## config.mk

```make
export PLATFORM = sky130hd
export DESIGN_NAME = wts_ctrl
export DESIGN_NICKNAME = d
export VERILOG_FILES = /design/src/rtl/wts_pkg.sv /design/src/rtl/wts_ctrl.sv
export SDC_FILE = /design/constraint.sdc
export NUM_CORES = 1
export LEC_CHECK = 0
export ABC_AREA = 1
export BUFFER_PORTS_ARGS = -buffer_cell sky130_fd_sc_hd__clkbuf_2
export CAP_MARGIN = 20
export CELL_PAD_IN_SITES_DETAIL_PLACEMENT = 0
export CELL_PAD_IN_SITES_GLOBAL_PLACEMENT = 1
export CORE_ASPECT_RATIO = 0.75
export CORE_MARGIN = 1
export CORE_UTILIZATION = 46
export CTS_CLUSTER_SIZE = 40
export DETAILED_ROUTE_END_ITERATION = 8
export PLACE_DENSITY_LB_ADDON = 0.2
export RECOVER_POWER = 50
export REMOVE_ABC_BUFFERS = 1
export SLEW_MARGIN = 20
export SYNTH_ARGS = -nofsm -noshare
export SYNTH_HDL_FRONTEND = slang
export SYNTH_SLANG_ARGS = --single-unit
```

## constraint.sdc

```tcl
create_clock -name clk_i -period 7.1 [get_ports clk_i]
set_clock_uncertainty 0.15 [all_clocks]
set_input_delay 0.355 -clock clk_i [delete_from_list [all_inputs] [get_ports clk_i]]
set_output_delay 0.355 -clock clk_i [all_outputs]
set_load 0.02 [all_outputs]
```

## src/rtl/wts_pkg.sv

```systemverilog
// shared constants, types and the memory request bundle of the weighted table sampler
// used by wts_table, wts_ctrl and weighted_table_sampler; no dependencies
`timescale 1ns / 1ps
`default_nettype none

package wts_pkg;

  // table geometry
  localparam int unsigned TABLE_DEPTH = 256;
  localparam int unsigned ADDR_W      = $clog2(TABLE_DEPTH);
  localparam int unsigned CNT_W       = ADDR_W + 1;

  // field widths
  localparam int unsigned IDX_W  = 8;
  localparam int unsigned VAL_W  = 32;
  localparam int unsigned WGT_W  = 16;
  localparam int unsigned FRAC_W = 16;
  localparam int unsigned CUM_W  = 24;
  localparam int unsigned PROD_W = FRAC_W + CUM_W;

  // stream payload widths
  localparam int unsigned S_DATA_W = IDX_W + VAL_W + WGT_W + FRAC_W;
  localparam int unsigned M_DATA_W = VAL_W + IDX_W;

  // item kinds carried in tuser
  localparam logic OP_LOAD   = 1'b0;
  localparam logic OP_SAMPLE = 1'b1;

  // reset value of the entry count register
  localparam logic [CNT_W-1:0] ENTRIES_RESET = CNT_W'(TABLE_DEPTH);

  // request bundle from the controller to the table memories
  typedef struct packed {
    logic              we;
    logic [ADDR_W-1:0] waddr;
    logic [CUM_W-1:0]  cum_wdata;
    logic [VAL_W-1:0]  val_wdata;
    logic              cum_re;
    logic [ADDR_W-1:0] cum_raddr;
    logic              val_re;
    logic [ADDR_W-1:0] val_raddr;
  } wts_mem_req_t;

endpackage

`default_nettype wire

```

## src/rtl/wts_ctrl.sv

```systemverilog
// sequencer: table loads, weight scaling, lower-bound search and the output register
// depends on wts_pkg; drives the memories in wts_table
`timescale 1ns / 1ps
`default_nettype none

module wts_ctrl
  import wts_pkg::*;
(
  input  wire logic                clk_i,
  input  wire logic                rst_ni,
  input  wire logic [CNT_W-1:0]    n_active_i,
  // input stream
  input  wire logic                s_axis_tvalid,
  output logic                     s_axis_tready,
  input  wire logic [S_DATA_W-1:0] s_axis_tdata,
  input  wire logic                s_axis_tuser,
  // output stream
  output logic                     m_axis_tvalid,
  input  wire logic                m_axis_tready,
  output logic [M_DATA_W-1:0]      m_axis_tdata,
  // memory side
  output wts_mem_req_t             mem_req_o,
  input  wire logic [CUM_W-1:0]    cum_rdata_i,
  input  wire logic [VAL_W-1:0]    val_rdata_i
);

  localparam logic [2:0] ST_IDLE   = 3'd0;
  localparam logic [2:0] ST_LOAD   = 3'd1;
  localparam logic [2:0] ST_SCALE  = 3'd2;
  localparam logic [2:0] ST_SEARCH = 3'd3;
  localparam logic [2:0] ST_PICK   = 3'd4;

  logic [2:0]          state_q, state_d;
  logic [IDX_W-1:0]    idx_q, idx_d;
  logic [VAL_W-1:0]    val_q, val_d;
  logic [WGT_W-1:0]    wgt_q, wgt_d;
  logic [FRAC_W-1:0]   frac_q, frac_d;
  logic [CUM_W-1:0]    target_q, target_d;
  logic [CNT_W-1:0]    lo_q, lo_d;
  logic [CNT_W-1:0]    hi_q, hi_d;
  logic [ADDR_W-1:0]   mid_q, mid_d;
  logic [ADDR_W-1:0]   pick_q, pick_d;
  logic                out_valid_q, out_valid_d;
  logic [M_DATA_W-1:0] out_data_q, out_data_d;

  logic [IDX_W-1:0]    in_idx;
  logic [VAL_W-1:0]    in_val;
  logic [WGT_W-1:0]    in_wgt;
  logic [FRAC_W-1:0]   in_frac;
  logic                in_xact;
  logic [ADDR_W-1:0]   n_last;
  logic [PROD_W-1:0]   product;
  logic [CNT_W-1:0]    lo_n, hi_n;
  logic [CNT_W:0]      mid_sum;
  logic [CUM_W-1:0]    prev_cum;

  // unpack the input transaction
  assign in_idx  = s_axis_tdata[IDX_W-1:0];
  assign in_val  = s_axis_tdata[IDX_W +: VAL_W];
  assign in_wgt  = s_axis_tdata[IDX_W+VAL_W +: WGT_W];
  assign in_frac = s_axis_tdata[IDX_W+VAL_W+WGT_W +: FRAC_W];

  assign s_axis_tready = (state_q == ST_IDLE);
  assign in_xact       = s_axis_tvalid && s_axis_tready;
  assign n_last        = ADDR_W'(n_active_i - CNT_W'(1));

  assign product  = PROD_W'(frac_q) * PROD_W'(cum_rdata_i);
  assign prev_cum = (idx_q == '0) ? '0 : cum_rdata_i;

  // one halving step of the lower-bound search
  always_comb begin
    lo_n = lo_q;
    hi_n = hi_q;
    if (cum_rdata_i < target_q) begin
      lo_n = CNT_W'(mid_q) + CNT_W'(1);
    end else begin
      hi_n = CNT_W'(mid_q);
    end
    mid_sum = ({1'b0, lo_n} + {1'b0, hi_n}) >> 1;
  end

  // sequencer
  always_comb begin
    state_d     = state_q;
    idx_d       = idx_q;
    val_d       = val_q;
    wgt_d       = wgt_q;
    frac_d      = frac_q;
    target_d    = target_q;
    lo_d        = lo_q;
    hi_d        = hi_q;
    mid_d       = mid_q;
    pick_d      = pick_q;
    out_valid_d = out_valid_q && !m_axis_tready;
    out_data_d  = out_data_q;

    mem_req_o           = '0;
    mem_req_o.waddr     = ADDR_W'(idx_q);
    mem_req_o.cum_wdata = prev_cum + CUM_W'(wgt_q);
    mem_req_o.val_wdata = val_q;

    unique case (state_q)
      ST_IDLE: begin
        // fetch the previous cumulative weight or the table total up front
        mem_req_o.cum_re    = 1'b1;
        mem_req_o.cum_raddr = (s_axis_tuser == OP_LOAD) ? ADDR_W'(in_idx - IDX_W'(1)) : n_last;
        if (in_xact) begin
          idx_d   = in_idx;
          val_d   = in_val;
          wgt_d   = in_wgt;
          frac_d  = in_frac;
          state_d = (s_axis_tuser == OP_LOAD) ? ST_LOAD : ST_SCALE;
        end
      end
      ST_LOAD: begin
        mem_req_o.we = (CNT_W'(idx_q) < CNT_W'(TABLE_DEPTH));
        state_d      = ST_IDLE;
      end
      ST_SCALE: begin
        // target = fraction times total weight, then start the search at the midpoint
        target_d            = product[PROD_W-1 -: CUM_W];
        lo_d                = '0;
        hi_d                = n_active_i;
        mid_d               = ADDR_W'(n_active_i >> 1);
        mem_req_o.cum_re    = 1'b1;
        mem_req_o.cum_raddr = ADDR_W'(n_active_i >> 1);
        state_d             = ST_SEARCH;
      end
      ST_SEARCH: begin
        lo_d = lo_n;
        hi_d = hi_n;
        if (lo_n < hi_n) begin
          mid_d               = ADDR_W'(mid_sum);
          mem_req_o.cum_re    = 1'b1;
          mem_req_o.cum_raddr = ADDR_W'(mid_sum);
        end else begin
          // nothing found in an unordered table falls back to the last entry in use
          pick_d              = (lo_n >= n_active_i) ? n_last : ADDR_W'(lo_n);
          mem_req_o.val_re    = 1'b1;
          mem_req_o.val_raddr = pick_d;
          state_d             = ST_PICK;
        end
      end
      ST_PICK: begin
        if (!out_valid_q || m_axis_tready) begin
          out_valid_d = 1'b1;
          out_data_d  = {IDX_W'(pick_q), val_rdata_i};
          state_d     = ST_IDLE;
        end
      end
      default: begin
        state_d = ST_IDLE;
      end
    endcase
  end

  // control registers
  always_ff @(posedge clk_i or negedge rst_ni) begin
    if (!rst_ni) begin
      state_q     <= ST_IDLE;
      out_valid_q <= 1'b0;
    end else begin
      state_q     <= state_d;
      out_valid_q <= out_valid_d;
    end
  end

  // payload registers
  always_ff @(posedge clk_i) begin
    idx_q      <= idx_d;
    val_q      <= val_d;
    wgt_q      <= wgt_d;
    frac_q     <= frac_d;
    target_q   <= target_d;
    lo_q       <= lo_d;
    hi_q       <= hi_d;
    mid_q      <= mid_d;
    pick_q     <= pick_d;
    out_data_q <= out_data_d;
  end

  assign m_axis_tvalid = out_valid_q;
  assign m_axis_tdata  = out_data_q;

endmodule

`default_nettype wire

```

==> summary.md <==
| Metric | Value |
|---|---|
| Synth Cell Area | `about 21000 µm²` |
| Share of layout cells above drive strength 1 | `9.164%` |
| DIE AREA | `about 47000 µm²` |
| Port Buf Inserts | `about 270` |
| Mean post-synth cell area | `roughly 8.5 µm²` |
| Drt total wl | `a little over 60000 µm` |
| TritonCTS buffer count | `17` |
| Compound-cell area share of the yosys netlist | `5.793%` |
| Clock Tree Buf Depth | `2` |
| Tmin final | `6.801 ns` |
| ANT cells | `0` |
| Antenna viol nets, final | `0` |
| Die width | `251.3 µm` |
| Worst Setup SP | `frac_q[1]$_DFFE_PP_` |
| Total gr overflow | `0` |
| Xor/xnor share of the synthesized area | `~2.7%` |
| Via count | `17231` |
| Final setup viols | `0` |
| TritonRoute pass-1 iters | `5` |
| Reg clk slew, reported paths | `0.07 ns` |
| Largest net degree at the start of global routing | `57` |
| Worst setup SP type | `register` |
| Detailed Place HPWL | `50110 µm` |
| Crit path max fanout | `14` |
| Worst R2R Start | `frac_q[1]$_DFFE_PP_` |
| Failing checks | `capacitance limit, slew limit` |
| Sequential-to-total area share from yosys stat | `24.27%` |
| Initial Util | `between 40% and 50%` |
| Critical Path RT | `roughly 7.2 ns` |
| H-tree depth | `4` |
| Syn. warnings | `0` |
| Syn Inst Count | `2516` |
| Setup TNS | `0 ns` |
| Maxcap violations | `1` |
| Unrepaired setup endpoints after global routing | `no` |
| Post-synthesis mux area share | `0%` |
| Unique cell type count in the Yosys netlist | `46` |
| Status | `finished with violations` |
| Vias/cell | `4.923` |
| Clock Sink Count | `174` |
| Synth Area in Adders | `between 30% and 40%` |
| CORE AREA | `around 46000 µm²` |
| Final Hold Vio Count | `0` |
| Slew HR | `-1.782%` |
| Net count, final | `around 3500` |
| Initial DRC count | `1314` |
| CP Data Arrival Time | `6.87 ns` |
| FILL cells | `around 4300` |
| WS Path Type | `reg -> reg` |
| # DRC | `0` |
| Initial antenna violation count | `0` |
| Fmax | `~150 MHz` |
| Slew @ Worst Pin | `1.527 ns` |
| Fin. max-slew vios | `18` |
| Root Buffer | `clkbuf_16` |
| #FFs+latches synth | `approximately 170` |
| Synth Area in Simple Gates | `14.85%` |
| IO Count | `267` |
| Largest family of logic cells by synthesized area | `adder cells` |
| Rows | `68` |
| Gpl congestion | `0.9335` |
| Area growth from synthesis to layout | `16.66%` |
| CTS tree | `done` |
| Fin crit share | `95.79%` |
| GRT Total Usage | `between 20 and 30%` |
| First-pass GRT wire length | `100500 µm` |
| CP Capture Type | `register` |
| Worst-Skew Late Latency | `0.46 ns` |
| Hold path start | `m_axis_tready` |
| Die Y | `189.0 µm` |
| Vias in the first global route | `18224` |
| Average wire per standard cell | `17.70 µm` |
| Min-Delay Path Class | `in -> reg` |
-- cell usage in the layout (no fill, tap or decap), types with 4 or more instances in the layout --
cell type	count
or2_2	5
nor3_1	18
nand2_1	590
dlygate4sd3_1	105
o22ai_1	4
dfrtp_1	4
xor2_1	41
inv_1	677
o21ai_1	17
o21ai_0	57
a21oi_1	101
fa_1	307
nand2_2	6
nor4_1	4
nand3_1	32
clkbuf_16	17
nor2_1	124
clkbuf_1	104
edfxtp_1	170
o21a_1	8
o211ai_1	4
o21bai_1	5
nand4_1	13
xnor2_1	24
ha_1	175
inv_2	6
clkinv_2	4
buf_4	36
clkbuf_2	166
-- through the flow --
stage                     setup slack (ns)  cells  area, µm²  util [%]  hold slack (ns)
after detailed placement            0.3735   3361      23540     51.14          0.01775
final                               0.2987   3500      25020     54.35         0.009026
after floorplan                      1.304   2428      21100         -         -0.09059
after global routing              0.006397   3500      25020     54.35          0.03905
after global placement              0.3350   3360      23510     51.08          0.01667
after CTS                           0.3474   3498      25150     54.65          0.02536
-- final cells by class --
cell class | count | area, µm² | share of cell area [%]
Clock inverter | 13 | 132.6 | 0.5301
Multi-Input combinational cell | 1571 | 13340 | 53.32
Timing Repair Buffer | 410 | 2555 | 10.21
Clock buffer | 19 | 432.9 | 1.730
Sequential cell | 174 | 5205 | 20.81
Tap cell | 630 | 788.3 | 3.151
Inverter | 683 | 2564 | 10.25
-- registers in the layout, indices dropped and copies added (netlist names), 9 cells and up --
signal        cells
val_q            32
frac_q           16
m_axis_tdata     40
wgt_q            16
target_q         24
lo_q              9
hi_q              9
-- worst paths after layout --
kind | to | slack (ns) | cells past startpoint
max | target_q[16]$_DFFE_PP_ | 0.30 | 24
min in group asynchronous | state_q[2]$_DFFE_PN0P_ | 0.10 | 2
min reg2reg | m_axis_tdata[36]$_DFFE_PP_ | 0.27 | 0
min | m_axis_tvalid$_DFF_PN0_ | 0.009 | 4
max in group asynchronous | m_axis_tvalid$_DFF_PN0_ | 6.51 | 2
max reg2reg | target_q[16]$_DFFE_PP_ | 0.30 | 24
-- synth_stat cells, drive strengths merged --
library cell	number	area share [%]
xnor2	24	0.98
ha	175	10
nor2	126	2.2
and2	1	0.029
o211ai	4	0.14
inv	683	12
clkbuf	82	1.4
nor4	4	0.12
buf	6	0.17
a21oi	104	2.5
o21bai	6	0.23
edfxtp	170	24
dfrtp	4	0.47
nand4	13	0.38
o31ai	3	0.11
a2bb2oi	1	0.041
or2	5	0.15
xor2	41	1.7
nand3	32	0.75
and3	2	0.058
o21a	8	0.28
nand3b	2	0.070
a21o	3	0.11
a221oi	3	0.12
o21ai	77	1.8
o2111ai	1	0.041
o2bb2ai	1	0.041
nor3	20	0.51
a31oi	3	0.088
nand2	597	11
a211oi	3	0.11
fa	307	29
o221a	1	0.053
o22ai	4	0.12
-- per-layer routing --
| layer | vias up | track usage [%] | wire length, µm |
|---|---|---|---|
| met1 | 8315 | 41.37 | 29570 |
| met2 | 670 | 41.09 | 26410 |
| met3 | 52 | 6.090 | 5320 |
| met5 | - | 0 | 0 |
| met4 | 0 | 5.371 | 649 |
| li1 | 8194 | - | - |
-- cells by family after synthesis --
kind of cell / count (synthesis)
adders and majority gates: 482
buffers and inverters: 771
AOI/OAI and AO/OA: 222
and+or+nand+nor: 802
xor gates and xnor gates: 65
DFF: 174
-- repair_timing --
action / in CTS / in global routing
setup buffers: 0 / 2
hold buffers: 105 / 0
hold endpoints to repair: 108 / 0
setup endpoints to repair: 0 / 1
resized for setup: 0 / 0
-- critical path, stage by stage, from the launching register on --
cell and delay, ns:
edfxtp_1 0.77, buf_4 0.33, nand2_1 0.10, fa_1 0.58
inv_1 0.07, fa_1 0.54, inv_1 0.05, fa_1 0.49
inv_1 0.05, fa_1 0.49, fa_1 0.50, inv_1 0.05
fa_1 0.47, inv_1 0.04, ha_1 0.30, nand2_1 0.11
nor2_1 0.24, inv_1 0.10, o21ai_0 0.25, a21oi_1 0.10
o21ai_1 0.20, a21oi_1 0.20, nor2_1 0.15, nor2_1 0.07
xnor2_1 0.13
Power is not shown: default switching activity piles up to over one toggle a cycle in this logic, so the estimate is an artifact.
